[src/rtl/rc_pwm_pulse_width_decoder_unit_assert.svh]
// Assertion macros for the RC PWM pulse width decoder.
// Uses no other file; the including module must provide clk and rst_n.
`ifndef RC_PWM_PULSE_WIDTH_DECODER_UNIT_ASSERT_SVH
`define RC_PWM_PULSE_WIDTH_DECODER_UNIT_ASSERT_SVH

`ifndef SYNTHESIS
// Checked only out of reset.
`define RPD_ASSERT(lbl, prop, msg) \
    lbl: assert property (@(posedge clk) disable iff (!rst_n) prop) else $error(msg);
// Checked at every edge, during reset too.
`define RPD_ASSERT_ALWAYS(lbl, prop, msg) \
    lbl: assert property (@(posedge clk) prop) else $error(msg);
`else
`define RPD_ASSERT(lbl, prop, msg)
`define RPD_ASSERT_ALWAYS(lbl, prop, msg)
`endif

`endif

[src/rtl/rpd_pkg.sv]
// Shared types and constants for the RC PWM pulse width decoder.
// No dependencies.
`timescale 1ns / 1ps

package rpd_pkg;

    localparam int RPD_NUM_CHANNELS = 8;
    localparam int RPD_AVG_SAMPLES  = 8;

    localparam int CH_W      = 3;   // channel_index and channel_echo
    localparam int LEVELS_W  = 8;
    localparam int WIDTH_W   = 16;  // stored pulse widths and results
    localparam int CFG_IDX_W = 2;
    localparam int CFG_DAT_W = 16;
    localparam int IN_DATA_W  = 48;
    localparam int OUT_DATA_W = 24;

    localparam logic [WIDTH_W-1:0]  MIN_WIDTH_RESET = 16'd750;
    localparam logic [WIDTH_W-1:0]  MAX_WIDTH_RESET = 16'd2250;
    localparam logic [LEVELS_W-1:0] ENABLE_RESET    = 8'hFF;

    localparam logic MODE_SAMPLE = 1'b0;
    localparam logic MODE_QUERY  = 1'b1;

    typedef enum logic [CFG_IDX_W-1:0] {
        CFG_MIN_VALID_WIDTH = 2'd0,
        CFG_MAX_VALID_WIDTH = 2'd1,
        CFG_CHANNEL_ENABLE  = 2'd2
    } cfg_idx_t;

    typedef enum logic [2:0] {
        ST_IDLE,
        ST_CAPTURE,
        ST_READ,
        ST_CHECK,
        ST_DIVIDE,
        ST_OUTPUT
    } rpd_state_t;

endpackage

[src/rtl/rpd_ram.sv]
// Generic single-port-write, single-port-read RAM with registered read data.
// No dependencies.
`timescale 1ns / 1ps

module rpd_ram #(
    parameter int WIDTH = 16,
    parameter int DEPTH = 64
) (
    input  logic                     clk,
    input  logic                     wr_en,
    input  logic [$clog2(DEPTH)-1:0] wr_addr,
    input  logic [WIDTH-1:0]         wr_data,
    input  logic                     rd_en,
    input  logic [$clog2(DEPTH)-1:0] rd_addr,
    output logic [WIDTH-1:0]         rd_data
);

    logic [WIDTH-1:0] mem [DEPTH];

    always_ff @(posedge clk)
    begin
        if (wr_en)
        begin
            mem[wr_addr] <= wr_data;
        end
        if (rd_en)
        begin
            rd_data <= mem[rd_addr];
        end
    end

endmodule

[src/rtl/rc_pwm_pulse_width_decoder_unit.sv]
// Top level of the RC PWM pulse width decoder: sequencer, shared subtractor, ring RAM.
// Depends on rpd_pkg, rpd_ram and rc_pwm_pulse_width_decoder_unit_assert.svh.
`timescale 1ns / 1ps
`include "rc_pwm_pulse_width_decoder_unit_assert.svh"

// Decodes up to eight RC PWM channels. A sample item (tuser 0) carries the pin levels
// and a microsecond timestamp; enabled channels record a start time on a rising edge and
// push the high time (16-bit wrap) into a per-channel ring of AVG_SAMPLES widths on a
// falling edge. A query item (tuser 1) returns the truncated mean of the ring entries
// inside [min_valid_width, max_valid_width], or 0 if fewer than AVG_SAMPLES/2 are
// valid or the channel is not built. One item is in flight at a time and s_axis_tready
// is low while it is worked on. A sample passes one channel per cycle through the shared
// subtractor and the single ring write port. A query walks the ring through its
// registered read port, then runs restoring division on the same subtractor, then hands
// over the result, which m_axis_tready may stall, and passes through the idle state
// before the next item is taken. Ring entries never written read as zero through a
// per-channel fill count, so no clearing pass is needed after reset.
// Configuration writes are always accepted.
module rc_pwm_pulse_width_decoder_unit
    import rpd_pkg::*;
#(
    parameter int NUM_CHANNELS = RPD_NUM_CHANNELS,
    parameter int AVG_SAMPLES  = RPD_AVG_SAMPLES
) (
    input  logic                  clk,
    input  logic                  rst_n,
    input  logic                  s_axis_tvalid,
    output logic                  s_axis_tready,
    // [7:0] pin_levels, [39:8] time_us, [42:40] channel_index, [47:43] zero
    input  logic [IN_DATA_W-1:0]  s_axis_tdata,
    // [0] mode
    input  logic                  s_axis_tuser,
    output logic                  m_axis_tvalid,
    input  logic                  m_axis_tready,
    // [15:0] channel_value, [18:16] channel_echo, [23:19] zero
    output logic [OUT_DATA_W-1:0] m_axis_tdata,
    input  logic                  cfg_valid,
    output logic                  cfg_ready,
    input  logic [CFG_IDX_W-1:0]  cfg_index,
    input  logic [CFG_DAT_W-1:0]  cfg_data
);

    localparam int CH_IDX_W  = (NUM_CHANNELS > 1) ? $clog2(NUM_CHANNELS) : 1;
    localparam int POS_W     = $clog2(AVG_SAMPLES);
    localparam int FILL_W    = $clog2(AVG_SAMPLES + 1);
    localparam int STEP_W    = $clog2(AVG_SAMPLES + 1);
    localparam int GOOD_W    = $clog2(AVG_SAMPLES + 1);
    localparam int SUM_W     = WIDTH_W + $clog2(AVG_SAMPLES);
    localparam int ALU_W     = SUM_W + 1;
    localparam int DIV_CNT_W = $clog2(SUM_W);
    localparam int RAM_DEPTH = NUM_CHANNELS * AVG_SAMPLES;
    localparam int ADDR_W    = $clog2(RAM_DEPTH);

    // control state
    rpd_state_t          state_reg, state_next;
    logic [CH_W-1:0]     ch_reg, ch_next;
    logic [STEP_W-1:0]   step_reg, step_next;
    logic [DIV_CNT_W-1:0] div_cnt_reg, div_cnt_next;
    logic [LEVELS_W-1:0] prev_reg, prev_next;
    logic [WIDTH_W-1:0]  start_reg [NUM_CHANNELS];
    logic [WIDTH_W-1:0]  start_next [NUM_CHANNELS];
    logic [POS_W-1:0]    pos_reg [NUM_CHANNELS];
    logic [POS_W-1:0]    pos_next [NUM_CHANNELS];
    logic [FILL_W-1:0]   fill_reg [NUM_CHANNELS];
    logic [FILL_W-1:0]   fill_next [NUM_CHANNELS];
    logic [WIDTH_W-1:0]  min_reg;
    logic [WIDTH_W-1:0]  max_reg;
    logic [LEVELS_W-1:0] mask_reg;

    // payload
    logic [LEVELS_W-1:0] pin_reg, pin_next;
    logic [WIDTH_W-1:0]  time_reg, time_next;
    logic                ok_reg, ok_next;
    logic [SUM_W-1:0]    sum_reg, sum_next;
    logic [GOOD_W-1:0]   good_reg, good_next;
    logic [SUM_W-1:0]    quo_reg, quo_next;
    logic [GOOD_W-1:0]   rem_reg, rem_next;
    logic [WIDTH_W-1:0]  val_reg, val_next;

    // shared subtractor
    logic [ALU_W-1:0]    alu_a, alu_b, alu_diff;
    logic                alu_ge;
    logic [GOOD_W:0]     div_trial;

    logic [CH_IDX_W-1:0] ch_idx;
    logic [POS_W-1:0]    slot;
    logic [ADDR_W-1:0]   ram_addr;
    logic                ram_we, ram_re;
    logic [WIDTH_W-1:0]  ram_rdata;
    logic [WIDTH_W-1:0]  ring_val;

    assign ch_idx    = ch_reg[CH_IDX_W-1:0];
    assign slot      = (state_reg == ST_CAPTURE) ? pos_reg[ch_idx] : step_reg[POS_W-1:0];
    assign ram_addr  = ADDR_W'(ADDR_W'(ch_idx) * ADDR_W'(AVG_SAMPLES)) + ADDR_W'(slot);
    assign div_trial = {rem_reg, quo_reg[SUM_W-1]};
    assign ring_val  = ok_reg ? ram_rdata : '0;

    always_comb
    begin
        if (state_reg == ST_CAPTURE)
        begin
            alu_a = ALU_W'(time_reg);
            alu_b = ALU_W'(start_reg[ch_idx]);
        end
        else
        begin
            alu_a = ALU_W'(div_trial);
            alu_b = ALU_W'(good_reg);
        end
        alu_diff = alu_a - alu_b;
        alu_ge   = !alu_diff[ALU_W-1];
    end

    rpd_ram #(
        .WIDTH (WIDTH_W),
        .DEPTH (RAM_DEPTH)
    ) u_ring (
        .clk     (clk),
        .wr_en   (ram_we),
        .wr_addr (ram_addr),
        .wr_data (alu_diff[WIDTH_W-1:0]),
        .rd_en   (ram_re),
        .rd_addr (ram_addr),
        .rd_data (ram_rdata)
    );

    assign cfg_ready     = 1'b1;
    assign s_axis_tready = (state_reg == ST_IDLE);
    assign m_axis_tvalid = (state_reg == ST_OUTPUT);
    assign m_axis_tdata  = {{(OUT_DATA_W - CH_W - WIDTH_W){1'b0}}, ch_reg, val_reg};

    always_comb
    begin
        state_next   = state_reg;
        ch_next      = ch_reg;
        step_next    = step_reg;
        div_cnt_next = div_cnt_reg;
        prev_next    = prev_reg;
        start_next   = start_reg;
        pos_next     = pos_reg;
        fill_next    = fill_reg;
        pin_next     = pin_reg;
        time_next    = time_reg;
        ok_next      = ok_reg;
        sum_next     = sum_reg;
        good_next    = good_reg;
        quo_next     = quo_reg;
        rem_next     = rem_reg;
        val_next     = val_reg;
        ram_we       = 1'b0;
        ram_re       = 1'b0;

        case (state_reg)
            ST_IDLE:
            begin
                if (s_axis_tvalid)
                begin
                    pin_next  = s_axis_tdata[7:0];
                    time_next = s_axis_tdata[23:8];
                    sum_next  = '0;
                    good_next = '0;
                    step_next = '0;
                    if (s_axis_tuser == MODE_SAMPLE)
                    begin
                        ch_next    = '0;
                        state_next = ST_CAPTURE;
                    end
                    else
                    begin
                        ch_next = s_axis_tdata[42:40];
                        if ({1'b0, s_axis_tdata[42:40]} >= (CH_W + 1)'(NUM_CHANNELS))
                        begin
                            val_next   = '0;
                            state_next = ST_OUTPUT;
                        end
                        else
                        begin
                            state_next = ST_READ;
                        end
                    end
                end
            end

            ST_CAPTURE:
            begin
                // one channel a cycle: start time on a rise, ring write on a fall
                if (mask_reg[ch_reg] && (pin_reg[ch_reg] ^ prev_reg[ch_reg]))
                begin
                    if (pin_reg[ch_reg])
                    begin
                        start_next[ch_idx] = time_reg;
                    end
                    else
                    begin
                        ram_we = 1'b1;
                        if (pos_reg[ch_idx] == POS_W'(AVG_SAMPLES - 1))
                        begin
                            pos_next[ch_idx] = '0;
                        end
                        else
                        begin
                            pos_next[ch_idx] = pos_reg[ch_idx] + 1'b1;
                        end
                        if (fill_reg[ch_idx] != FILL_W'(AVG_SAMPLES))
                        begin
                            fill_next[ch_idx] = fill_reg[ch_idx] + 1'b1;
                        end
                    end
                end
                if ({1'b0, ch_reg} == (CH_W + 1)'(NUM_CHANNELS - 1))
                begin
                    prev_next  = pin_reg;
                    state_next = ST_IDLE;
                end
                else
                begin
                    ch_next = ch_reg + 1'b1;
                end
            end

            ST_READ:
            begin
                // issue slot k while accumulating slot k-1
                if (step_reg != STEP_W'(AVG_SAMPLES))
                begin
                    ram_re  = 1'b1;
                    ok_next = FILL_W'(slot) < fill_reg[ch_idx];
                end
                if (step_reg != '0)
                begin
                    if ((ring_val >= min_reg) && (ring_val <= max_reg))
                    begin
                        sum_next  = sum_reg + SUM_W'(ring_val);
                        good_next = good_reg + 1'b1;
                    end
                end
                if (step_reg == STEP_W'(AVG_SAMPLES))
                begin
                    state_next = ST_CHECK;
                end
                else
                begin
                    step_next = step_reg + 1'b1;
                end
            end

            ST_CHECK:
            begin
                if ((good_reg < GOOD_W'(AVG_SAMPLES / 2)) || (good_reg == '0))
                begin
                    val_next   = '0;
                    state_next = ST_OUTPUT;
                end
                else
                begin
                    quo_next     = sum_reg;
                    rem_next     = '0;
                    div_cnt_next = '0;
                    state_next   = ST_DIVIDE;
                end
            end

            ST_DIVIDE:
            begin
                // restoring division, one quotient bit a cycle
                quo_next = {quo_reg[SUM_W-2:0], alu_ge};
                rem_next = alu_ge ? alu_diff[GOOD_W-1:0] : div_trial[GOOD_W-1:0];
                if (div_cnt_reg == DIV_CNT_W'(SUM_W - 1))
                begin
                    val_next   = quo_next[WIDTH_W-1:0];
                    state_next = ST_OUTPUT;
                end
                else
                begin
                    div_cnt_next = div_cnt_reg + 1'b1;
                end
            end

            ST_OUTPUT:
            begin
                if (m_axis_tready)
                begin
                    state_next = ST_IDLE;
                end
            end

            default:
            begin
                state_next = ST_IDLE;
            end
        endcase
    end

    always_ff @(posedge clk or negedge rst_n)
    begin
        if (!rst_n)
        begin
            state_reg   <= ST_IDLE;
            ch_reg      <= '0;
            step_reg    <= '0;
            div_cnt_reg <= '0;
            prev_reg    <= '0;
            for (int i = 0; i < NUM_CHANNELS; i++)
            begin
                start_reg[i] <= '0;
                pos_reg[i]   <= '0;
                fill_reg[i]  <= '0;
            end
        end
        else
        begin
            state_reg   <= state_next;
            ch_reg      <= ch_next;
            step_reg    <= step_next;
            div_cnt_reg <= div_cnt_next;
            prev_reg    <= prev_next;
            start_reg   <= start_next;
            pos_reg     <= pos_next;
            fill_reg    <= fill_next;
        end
    end

    always_ff @(posedge clk or negedge rst_n)
    begin
        if (!rst_n)
        begin
            min_reg  <= MIN_WIDTH_RESET;
            max_reg  <= MAX_WIDTH_RESET;
            mask_reg <= ENABLE_RESET;
        end
        else if (cfg_valid)
        begin
            case (cfg_index)
                CFG_MIN_VALID_WIDTH: min_reg  <= cfg_data;
                CFG_MAX_VALID_WIDTH: max_reg  <= cfg_data;
                CFG_CHANNEL_ENABLE:  mask_reg <= cfg_data[LEVELS_W-1:0];
                default:             ;
            endcase
        end
    end

    always_ff @(posedge clk)
    begin
        pin_reg  <= pin_next;
        time_reg <= time_next;
        ok_reg   <= ok_next;
        sum_reg  <= sum_next;
        good_reg <= good_next;
        quo_reg  <= quo_next;
        rem_reg  <= rem_next;
        val_reg  <= val_next;
    end

    `RPD_ASSERT(a_no_accept_while_result, !(s_axis_tready && m_axis_tvalid), "input accepted while a result is pending")
    `RPD_ASSERT(a_sample_to_capture, (s_axis_tvalid && s_axis_tready && (s_axis_tuser == MODE_SAMPLE)) |=> (state_reg == ST_CAPTURE), "sample item did not start edge capture")
    `RPD_ASSERT(a_rem_below_divisor, (state_reg == ST_DIVIDE) |-> (rem_reg < good_reg), "division remainder not below divisor")
    `RPD_ASSERT(a_absent_channel_zero, (m_axis_tvalid && ({1'b0, m_axis_tdata[18:16]} >= (CH_W + 1)'(NUM_CHANNELS))) |-> (m_axis_tdata[15:0] == '0), "absent channel reported non-zero")

endmodule
[config.mk]
export PLATFORM = sky130hd
export DESIGN_NAME = rc_pwm_pulse_width_decoder_unit
export DESIGN_NICKNAME = d
export VERILOG_FILES = /design/src/rtl/rpd_pkg.sv /design/src/rtl/rpd_ram.sv /design/src/rtl/rc_pwm_pulse_width_decoder_unit.sv
export VERILOG_INCLUDE_DIRS = /design/src /design/src/rtl
export SDC_FILE = /design/constraint.sdc
export NUM_CORES = 1
export LEC_CHECK = 0
export BUFFER_PORTS_ARGS = -buffer_cell sky130_fd_sc_hd__buf_2
export CORE_ASPECT_RATIO = 1.4
export CORE_UTILIZATION = 45
export CTS_BUF_LIST = sky130_fd_sc_hd__clkbuf_8
export CTS_CLUSTER_SIZE = 14
export DETAILED_ROUTE_END_ITERATION = 6
export GPL_ROUTABILITY_DRIVEN = 0
export SETUP_SLACK_MARGIN = 0.3
export SYNTH_ARGS = -nofsm -noshare
export SYNTH_HDL_FRONTEND = slang
export SYNTH_SLANG_ARGS = --single-unit
[constraint.sdc]
create_clock -name clk -period 14.8 [get_ports clk]
set_input_delay 0.74 -clock clk [delete_from_list [all_inputs] [get_ports clk]]
set_output_delay 0.74 -clock clk [all_outputs]
set_load 0.01 [all_outputs]
* Yosys cells after proc, flatten, opt, wreduce, memory -nomap -nowiden
Memories as Yosys holds them, arrays and structs flattened. A register that Yosys moved wholly into a read port is not among the register bits.
Index checks and enable logic that the tools add are counted.
** Storage, ports and cells
- Input port bits :: 72
- Bits in writable memories :: 1024
- Memories kept :: 1
- Register bits :: 334
** Operators by class
- $lt $le $gt $ge :: 7
- $add $sub $neg :: 9
- Reductions and logical operators :: 28
- Muxes and demuxes :: 69
- Bitwise operators :: 5
- Equality and inequality tests :: 25
** Memories
- u_ring.mem :: words 64, bits a word 16, rd ports 1, clocked after Yosys merged registers in 1, write ports 1, line rpd_ram.sv:18 : logic [WIDTH-1:0] mem [DEPTH];
** Operators with widths (number)
- bitwise mux 128 bit :: 1
- two-way mux 16 bit :: 8
- two-way mux 19 bit :: 4
- one-hot mux 19 bit (2 select lines) :: 2
- binary-select mux 16 bit (select 3 bit) :: 1
- demux 16 bit (select 3 bit) :: 1
- two-way mux 3 bit :: 12
- two-way mux 4 bit :: 9
- bitwise mux 32 bit :: 1
- one-hot mux 16 bit (2 select lines) :: 1
- bitwise AND 24 bit :: 1
- bitwise mux 24 bit :: 1
- two-way mux 24 bit :: 1
- inverter 24 bit :: 1
- one-hot mux 4 bit (2 select lines) :: 3
- inequality test 2 bit (second input constant) :: 10
- subtractor 20 bit :: 1
- adder 19 x 16 -> 19 bit :: 1
- one-hot mux 3 bit (6 select lines) :: 1
- AND reduction 3 bit :: 6
- >= comparator 16 bit :: 1
- <= comparator 16 bit :: 1
- AND reduction 2 bit :: 7
- adder 4 x 1 -> 4 bit (second input constant) :: 3
- other kinds (40) :: 65

* Longest topological paths before layout
Gate-level depths: netlist of run 1.
- Depth after elaboration :: 9
- Gate-level depth with buffers :: 21

* By module
From an unflattened synthesis of run 1, not the netlist that was laid out.
** Second synthesis, totals
- Cell total of the unflattened synthesis :: 3231
- Area, all modules :: 57246.2 um^2
** By module, submodules not included
- rpd_ram :: instances 1, area an instance 40109.7 um^2, cells each 1822
- rc_pwm_pulse_width_decoder_unit :: instances 1, area an instance 17136.4 um^2, cells each 1409

* Worst setup path before layout of run 1
No wires, ideal clock.
- Path kind :: register to register
- Start point :: register ch_reg[2], in the netlist ch_idx[2]
- End point :: memory u_ring.mem[0][12] (data pin)
- Path slack :: 8.420 ns
- Data required time :: 14.233 ns
- Arrival time :: 5.813 ns
- Clock period less this slack :: 6.380 ns
- Buffers on the path :: 5
- Setup time :: 0.567 ns
- Cell stages (with the launch flop) :: 20
- Cells stage by stage :: dfrtp_1 buf_2 buf_2 clkbuf_1 buf_1 clkbuf_1 a311oi_1 a21oi_1 a221oi_1 o21ai_0 ha_1 inv_1 fa_1 a21o_1 a21oi_1 o21bai_1 a31o_2 a211oi_1 nor2_1 xnor2_1
** On the way
- Cells in the longest elaborated chain, start to end :: 6
** RTL lines
- from (decl) :: line rc_pwm_pulse_width_decoder_unit.sv:56 : logic [CH_W-1:0] ch_reg, ch_next;
- from (signal assigned) :: line rc_pwm_pulse_width_decoder_unit.sv:313 : ch_reg <= ch_next;
- inverter 3 -> 4 bit (not written as such) :: line rc_pwm_pulse_width_decoder_unit.sv:103 : alu_b = ALU_W'(start_reg[ch_idx]);
- binary-select mux 16 bit (select 3 bit) :: line rc_pwm_pulse_width_decoder_unit.sv:103
- two-way mux 16 bit (not written as such) (2 in series) :: line rc_pwm_pulse_width_decoder_unit.sv:103
- two-way mux 16 bit :: line rc_pwm_pulse_width_decoder_unit.sv:100 : if (state_reg == ST_CAPTURE)
- subtractor 20 bit :: line rc_pwm_pulse_width_decoder_unit.sv:110 : alu_diff = alu_a - alu_b;
- named net alu_diff[12] :: line rc_pwm_pulse_width_decoder_unit.sv:81 : logic [ALU_W-1:0] alu_a, alu_b, alu_diff;
- to (decl) :: line rpd_ram.sv:18
The timed path passes the listed nets, and every way through them passes these cells. The select of a mux whose other input is x is not followed.

* Final worst setup path of run 1
- Start point :: register ch_reg[1], in the netlist ch_idx[1]
- End point :: memory u_ring.mem[12][14] (data pin)
The elaborated chain is that of the path after synthesis.

==> impl.org, run 1 <==
** Pwr
- Leakage power :: 23.4 nW
- Worst VDD drop :: 279 µV
- Dividing total power by cell area gives a power density of approximately 240 nW/µm².
- The design draws roughly 15 mW.

** Logic synthesis
- Number of enable-type register cells in the synthesized netlist :: around 1100
- In the synthesized netlist, the number of instances is between 3000 and 4000.
- In this run the mean area of a mapped cell was approximately 16 µm².
- Ranked by total cell area, the synthesized netlist is headed by sky130_fd_sc_hd__edfxtp_1 (60%), sky130_fd_sc_hd__dfrtp_1 (10%), sky130_fd_sc_hd__mux2i_1 (9.5%).
- Part of the Yosys area used for sequential elements :: a little over two thirds
- The biggest area contributor in the post-synthesis netlist is sky130_fd_sc_hd__edfxtp_1.
- The share of synthesized area in the top cell type comes to about three fifths.
- Share of synthesized registers carrying an async set or reset :: approximately 18%
- Number of warnings reported in the yosys synthesis log :: 0
- In this run the cell area of the synthesized design comes to between 50000 and 60000 µm².
- Counting flops and latches in the post-synthesis netlist gives roughly 1400.
- For this run, the leading register cell type out of synthesis is sky130_fd_sc_hd__edfxtp_1.
- Count of different cell masters after synthesis :: 73

** Final layout
- The library cell used most frequently in the layout, excluding fill and tap cells, is sky130_fd_sc_hd__edfxtp_1.
- Of the cells placed in the final design, the portion with a size suffix greater than 1 is 18.0%.
- In the final design database the tool counted 3993 nets.
- The register with the most flip-flops in the layout has just over 1000 of them.
- Filler Cells Inserted :: roughly 10000
- Leading cell types in the layout, fill and taps excluded :: sky130_fd_sc_hd__edfxtp_1 (1127), sky130_fd_sc_hd__mux2i_1 (539), sky130_fd_sc_hd__o22ai_1 (259), sky130_fd_sc_hd__clkbuf_8 (226), sky130_fd_sc_hd__dfrtp_1 (224)
- Layout Area Growth over Synthesis :: 12.2%

** Die
- Die footprint :: roughly 130000 µm²
- The die is roughly 300 µm wide.
- The initial utilization of the core area, before any placement, comes to a little under half.
- The floorplan step set the die height to 423 µm.
- In this run the core area contains 153 standard-cell rows.
- In this run the count of I/O pins placed on the die edge is 99.
- Area of the core :: roughly 120000 µm²

** Worst setup path
- Counting cells, the worst reg-to-reg path comes to 16.
- Worst setup startpoint :: ch_idx[1]
- FF-to-FF setup slack :: between 8 and 9 ns
- Origin of the critical flop-to-flop path :: ch_idx[1]
- Startpoint Class :: flip-flop
- Data on the critical path is required at its endpoint by approximately 15 ns.
- The critical path ends at u_ring.mem[12][14].
- STA puts the critical path data arrival time at approximately 6.4 ns.
- Endpoint of the worst-slack reg-to-reg timing path :: u_ring.mem[12][14]
- For this run, the slowest stage of the critical path takes approximately 1.0 ns.
- Max stage delay cell, worst path :: sky130_fd_sc_hd__nor2_2
- CP Max Fanout :: between 60 and 70
- Element type at the critical path end :: flip-flop
- The signal on the critical path passes through nand2_1 > nor2_2 > buf_4 > a22oi_1 > o2111ai_1 > o21ai_0 > fa_2 > a21o_1 > a21oi_1 > o21bai_1 > a31o_2 > a211oi_1 > o31ai_1 > a21oi_1 > xnor2_2 > buf_4.
- Path type of the worst setup path :: reg -> reg

** Timing
- Clock period minus worst slack :: 5.83 ns
- Dividing the final minimum period by the clock period gives about two fifths.
- The number of pins with negative max-slew slack in the final report is 0.
- Slew @ Worst Pin :: ~1.2 ns
- Unrepaired setup endpoints after global routing :: no
- Fmax :: approximately 170 MHz
- Clk_skew :: between 0.03 and 0.04 ns
- The number of hold-slack violations in the final timing report came to 0.
- Sum of negative setup slack :: 0 ns
- Measured against its own limit, the worst slew margin works out to between 15 and 20%.
- Setup violations remaining at the end of the flow were counted as 0.

** Global routing
- Wire length of the first global-routing pass :: 208000 µm
- Grt total ovfl :: 0
- For this run, the total global-route usage over all layers was measured as between 20% and 30%.
- Initial antenna violation count :: 3
- Vias in the first global route :: ~32000
- Entering global routing, the biggest net connects ~120 pins.

** Status
- Status :: completed

** Drt
- First-pass detailed-route iteration total :: 5
- The detail route stage leaves a number of antenna-violating nets equal to 0.
- Routed length per instance :: approximately 25 µm
- In the routed layout, each cell is associated on average with a via count of roughly 5.6.
- For this run, design rule violations remaining after detail routing come to 0.
- Drt first-iter violations :: ~2200
- The routed layout has 31800 vias.
- Wires add up to ~140000 µm.

** Job
- The tool flagged a number of max-cap violations equal to 0.

** Clock tree
- In this run the clock root is driven by a sky130_fd_sc_hd__clkbuf_8.
- Clock insertion delay at the later pin of the skew report :: about 0.92 ns
- # clock sinks :: ~1400
- Number of clock buffers inserted by TritonCTS :: roughly 210
- Counting along the longest clock path gives a buffer depth of 3.
- Count of cells resized by post-cts repair :: 0
- Post-CTS timing repair inserted 0 buffers for setup.
- TritonCTS built the clock tree.
- CTS clk-pin slew, worst paths :: roughly 0.06 ns
- After clock tree synthesis, the flow added hold-fix buffers numbering 36.
- The H-tree was split into 4 levels.

** Min path
- Classification of the worst-slack hold path :: in -> reg

** Place
- Port Buffers :: between 70 and 80
- Once detailed placement completed, the half-perimeter wirelength came to around 85000 µm.
critical path, delay by kind of cell, from the launching register on:
family          cells  cell delay (ns)
compound gates     10             2.12
xor+xnor            1             0.17
fa+ha+maj           1             0.47
buf+inv             2             1.03
flops               1             0.36
simple gates        2             1.28
final cells by class:
cell class / count / area, µm² / share of cell area [%]
tap: 1627 / 2040 / 3.19
timing repair buffer: 229 / 1670 / 2.61
sequential: 1374 / 40100 / 62.8
inverter: 57 / 214 / 0.336
clock inverter: 156 / 891 / 1.40
antenna: 2 / 5.00 / 0.00785
multi-input combinational: 1977 / 15800 / 24.8
clock buffer: 226 / 3110 / 4.88
kinds of logic after synthesis:
group,count (synthesis),share of synthesized area [%]
other,2,0.0132
AO/OA/AOI/OAI,646,7.10
multiplexers,767,14.1
adder cells (fa/ha/maj),78,1.74
flip-flops,1374,70.5
XOR/XNOR,32,0.493
AND/OR/NAND/NOR,448,3.92
buffers and inverters,263,2.19
how the worst min path moves through the flow:
stage,from,to,depth (start not counted)
floorplan,rst_n,ch_idx[0],0
global placement,pos_reg[19],pos_reg[19],1
detailed placement,pos_reg[1],pos_reg[1],1
CTS,cfg_data[5],min_reg[5],3
global route,cfg_data[5],min_reg[5],3
finish,cfg_data[5],min_reg[5],3
power by group:
part           switching [mW]  leakage (nW)  internal, mW  total, mW
Sequential              0.157          13.5          6.15       6.30
Clock                    1.47          2.30          1.53       3.00
Combinational            4.19          7.66          1.58       5.77
Total                    5.82          23.4          9.26       15.1
per-layer routing:
metal | vias up | wire length [µm] | GRT usage, %
li1 | 14500 | - | -
met1 | 16200 | 55700 | 26.2
met3 | 293 | 5880 | 3.39
met4 | 0 | 7540 | 12.1
met2 | 774 | 73500 | 38.8
met5 | - | 0 | 0
through the flow:
stage               std cells  setup WS (ns)  utilization [%]  instance area (µm²)  hold slack [ns]
floorplan                3614           8.42                -                56900            0.444
global route             5647           8.57             51.1                63800           0.0601
finish                   5648           8.97             51.1                63800            0.106
global placement         5228           8.94             47.6                59400            0.466
detailed placement       5228           8.95             47.6                59400            0.474
CTS                      5646           8.92             51.1                63700          0.00306
synthesized netlist by cell type (8+ instances only):
cell,n
sky130_fd_sc_hd__nor2_1,138
sky130_fd_sc_hd__nand2b_1,19
sky130_fd_sc_hd__dfrtp_1,227
sky130_fd_sc_hd__or2_2,8
sky130_fd_sc_hd__o21ai_0,132
sky130_fd_sc_hd__o22ai_1,259
sky130_fd_sc_hd__nand4_1,41
sky130_fd_sc_hd__or2_1,17
sky130_fd_sc_hd__or3_1,11
sky130_fd_sc_hd__a21o_1,34
sky130_fd_sc_hd__dfstp_2,20
sky130_fd_sc_hd__a41o_1,9
sky130_fd_sc_hd__mux2_2,194
sky130_fd_sc_hd__ha_1,75
sky130_fd_sc_hd__nand3_1,20
sky130_fd_sc_hd__buf_4,33
sky130_fd_sc_hd__a21oi_1,48
sky130_fd_sc_hd__and3_1,14
sky130_fd_sc_hd__inv_1,57
sky130_fd_sc_hd__xnor2_1,16
sky130_fd_sc_hd__nor3_1,10
sky130_fd_sc_hd__mux2i_1,539
sky130_fd_sc_hd__buf_2,48
sky130_fd_sc_hd__mux2_1,30
sky130_fd_sc_hd__buf_6,10
sky130_fd_sc_hd__edfxtp_1,1127
sky130_fd_sc_hd__xor2_1,16
sky130_fd_sc_hd__o21ai_1,50
sky130_fd_sc_hd__a221oi_1,12
sky130_fd_sc_hd__clkbuf_1,98
sky130_fd_sc_hd__and2_1,47
sky130_fd_sc_hd__buf_1,17
sky130_fd_sc_hd__nand2_1,95
sky130_fd_sc_hd__a22oi_1,51
Note: power is estimated with default switching activity, not from simulation.
==> run 2: changes to the inputs <==
Clock period 14.8 ns to 6 ns, I/O delays scaled along.
==> impl.org, run 2 (synthesis results as in run 1) <==
** Status
- Status :: completed

** Worst setup path
- Data arrival time of the worst path :: 5.94 ns (-0.48 ns)
- The worst reg2reg path depth is 15 (-1).
- Path type of the worst setup path :: reg -> reg
- The largest fanout on the critical path is 24 (-63%).
- Element type at the critical path end :: flip-flop
- Endpoint of the worst-slack reg-to-reg timing path :: u_ring.mem[59][14]
- The worst-case register-to-register setup slack came to 0.69 ns (-8.28 ns).
- In this run the critical register-to-register path is launched from ch_idx[1].
- The worst setup path is launched from a flip-flop.
- Data required time at the worst endpoint :: 6.63 ns (-8.76 ns)

** Drt
- Total DRC errors in the routed layout :: 0 (unchanged)
- The routed wire length came to 146000 µm (+2.5%).
- First-pass detailed-route iteration total :: 7 (+2)
- Number of vias in the routed layout :: 32400 (+1.8%)
- Via density :: 5.64 (+0.25%)
- The remaining number of nets flagged by the antenna check after routing is 0 (unchanged).
- The iteration-0 DRC count of the detailed router is 2217 (+3.1%).
- Routed length per instance :: 25.5 µm (+0.88%)

** Timing
- Slew @ Worst Pin :: 1.19 ns (-0.0508 ns)
- Count of pins over their slew limit :: 0 (unchanged)
- Count of endpoints failing setup in the final report :: 0 (unchanged)
- The worst setup slack after layout came to 0.694 ns (-8.28 ns).
- The setup TNS after final layout was 0 ns (unchanged).
- Final Hold Fails :: 0 (unchanged)
- The final setup skew is 0.0359 ns (+0.00300 ns).
- The post-route minimum period is 5.31 ns (-0.522 ns).
- Setup repair after global routing left no endpoint under its margin.
- The worst max-slew margin expressed relative to the limit is 20.6% (+3.3 points).
- The maximum clock frequency was 188 MHz (+9.8%).
- Final cycle utilization of the critical path :: 88.4% (+49 points)

** Min path
- Depth of the worst hold-timing path :: 2 (-1)
- The tightest min-delay check is of the in -> reg type.
- The worst hold path begins at s_axis_tdata[1].
- Endpoint of the worst hold path :: pin_reg[1]

** Final layout
- Share of layout cells above drive strength 1 :: 18.9% (+0.85 points)
- The count of filler cells inserted in the layout was 10400 (-0.28%).
- Leading cell types in the layout, fill and taps excluded :: sky130_fd_sc_hd__edfxtp_1 (1127), sky130_fd_sc_hd__mux2i_1 (539), sky130_fd_sc_hd__o22ai_1 (259), sky130_fd_sc_hd__dfrtp_1 (224), sky130_fd_sc_hd__clkbuf_8 (221)
- The flip-flop count of the largest register, all copies and words added came to 1024 (unchanged).
- Non-filler cells in the finished layout :: 5737 (+1.6%)
- The library cell used most frequently in the layout, excluding fill and tap cells, is sky130_fd_sc_hd__edfxtp_1.
- Layout Area Growth over Synthesis :: 13.7%
- NumNets Final :: 4090 (+2.4%)

** Die
- Die footprint :: 128000 µm² (unchanged)
- Chip Width :: 302 µm (unchanged)
- The area inside the core boundary is 125000 µm² (unchanged).
- The standard-cell row count was 153 (unchanged).
- The number of top-level design ports came to 99 (unchanged).
- Initial core utilization :: 45.5% (unchanged)
- Die boundary height :: 423 µm (unchanged)

** Pwr
- The total power of the final layout was 37.8 mW (+150%).
- The leakage power total came to 23.8 nW (+1.8%).
- Worst VDD drop :: 620 µV (+120%)
- Power Dens Cells :: 585 nW/µm² (+150%)

** Clock tree
- Number of clock buffers inserted by TritonCTS :: 203 (-0.98%)
- The worst-skew pair later-pin latency was 0.92 ns (about the same).
- The maximum level of the CTS H-tree came to 4 (unchanged).
- The number of clock sinks was 1374 (unchanged).
- Clock tree from TritonCTS :: yes
- Setup bufs post-CTS :: 0 (unchanged)
- The maximum count of clock buffers along a single path was 3 (unchanged).
- The clock edge transition at the registers on the reported setup and hold paths was 0.07 ns (about the same).
- The tree is rooted in a sky130_fd_sc_hd__clkbuf_8.

** Place
- DP Cell Count :: 5296 (+1.3%)
- The total of buffers placed on input and output ports was 71 (unchanged).
- Setup slack after placement :: 0.639 ns (-8.31 ns)
- Half-perimeter wire length of the detailed placement result :: 90100 µm (+6.4%)

** Global routing
- Grt total ovfl :: 0 (unchanged)
- The via count of the first global-routing pass is 33200 (+3.0%).
- The wire length of the first global-routing pass came to 213000 µm (+2.4%).
- Largest net degree at the start of global routing :: 146 (+18%)
- The global-route total usage across every layer came to 22.9% (+0.59 points).
- Initial antenna violation count :: 4 (+1)

** Job
- Max-cap viol count :: 0 (unchanged)
==> run 2: what timing repair did <==
item | in CTS | in global routing
gates resized for setup | 0 | 1
endpoints found under the hold margin | 175 | 0
hold buffers | 66 | 0
setup endpoints to repair | 0 | 24
==> run 2: how the worst max path moves through the flow <==
| stage | startpoint | to | slack [ns] | depth (start not counted) |
|---|---|---|---|---|
| floorplan | ch_idx[0] | u_ring.mem[0][7] | 0.35 | 18 |
| global placement | ch_idx[1] | u_ring.mem[54][14] | 0.69 | 14 |
| detailed placement | ch_idx[1] | u_ring.mem[55][14] | 0.64 | 14 |
| CTS | ch_idx[1] | u_ring.mem[59][14] | 0.62 | 14 |
| global route | ch_idx[1] | u_ring.mem[52][14] | 0.42 | 15 |
| finish | ch_idx[1] | u_ring.mem[59][14] | 0.69 | 15 |
==> run 2: final cells by class <==
| cell class | instances | area (µm²) | share of cell area, % |
|---|---|---|---|
| multi-input cells | 1978 | 15800 | 24.5 |
| repair buffers | 327 | 2680 | 4.14 |
| clock buffers | 221 | 3040 | 4.71 |
| well taps | 1627 | 2040 | 3.15 |
| diodes | 2 | 5.00 | 0.00775 |
| inverters | 57 | 214 | 0.331 |
| flip-flops and latches | 1374 | 40100 | 62.0 |
| clock inverters | 151 | 746 | 1.15 |
==> run 2: report_power, final <==
part	leakage (nW)	switching, mW	internal [mW]
Sequential	13.5	0.396	15.1
Combinational	8.19	10.7	4.50
Clock	2.20	3.57	3.55
==> run 2: stage by stage <==
| stage | hold slack [ns] | utilization [%] | instance area (µm²) |
|---|---|---|---|
| floorplan | 0.00441 | - | 56900 |
| global route | 0.0367 | 51.8 | 64600 |
| CTS | 0.00462 | 51.8 | 64600 |
| global placement | 0.383 | 48.2 | 60100 |
| finish | 0.0953 | 51.8 | 64600 |
| detailed placement | 0.380 | 48.2 | 60100 |
==> run 2: routing by layer <==
metal / global-route usage, % / vias up / wire, µm
li1: - / 14700 / -
met1: 26.0 / 16500 / 55900
met2: 41.2 / 828 / 77100
met3: 3.70 / 287 / 5910
met4: 11.4 / 0 / 7260
met5: 0 / - / 0
==> run 2: worst max-delay path: stages, from the launching register on <==
cell,delay (ns)
sky130_fd_sc_hd__dfrtp_2,0.71
sky130_fd_sc_hd__buf_4,0.40
sky130_fd_sc_hd__and2b_1,0.30
sky130_fd_sc_hd__a221oi_1,0.13
sky130_fd_sc_hd__o2111ai_1,0.20
sky130_fd_sc_hd__o21ai_0,0.19
sky130_fd_sc_hd__fa_2,0.45
sky130_fd_sc_hd__a21o_1,0.21
sky130_fd_sc_hd__a21oi_1,0.31
sky130_fd_sc_hd__o21bai_1,0.14
sky130_fd_sc_hd__a31o_2,0.29
sky130_fd_sc_hd__a211oi_1,0.30
sky130_fd_sc_hd__o31ai_1,0.14
sky130_fd_sc_hd__a21oi_2,0.52
sky130_fd_sc_hd__xnor2_4,0.37
sky130_fd_sc_hd__buf_4,0.34
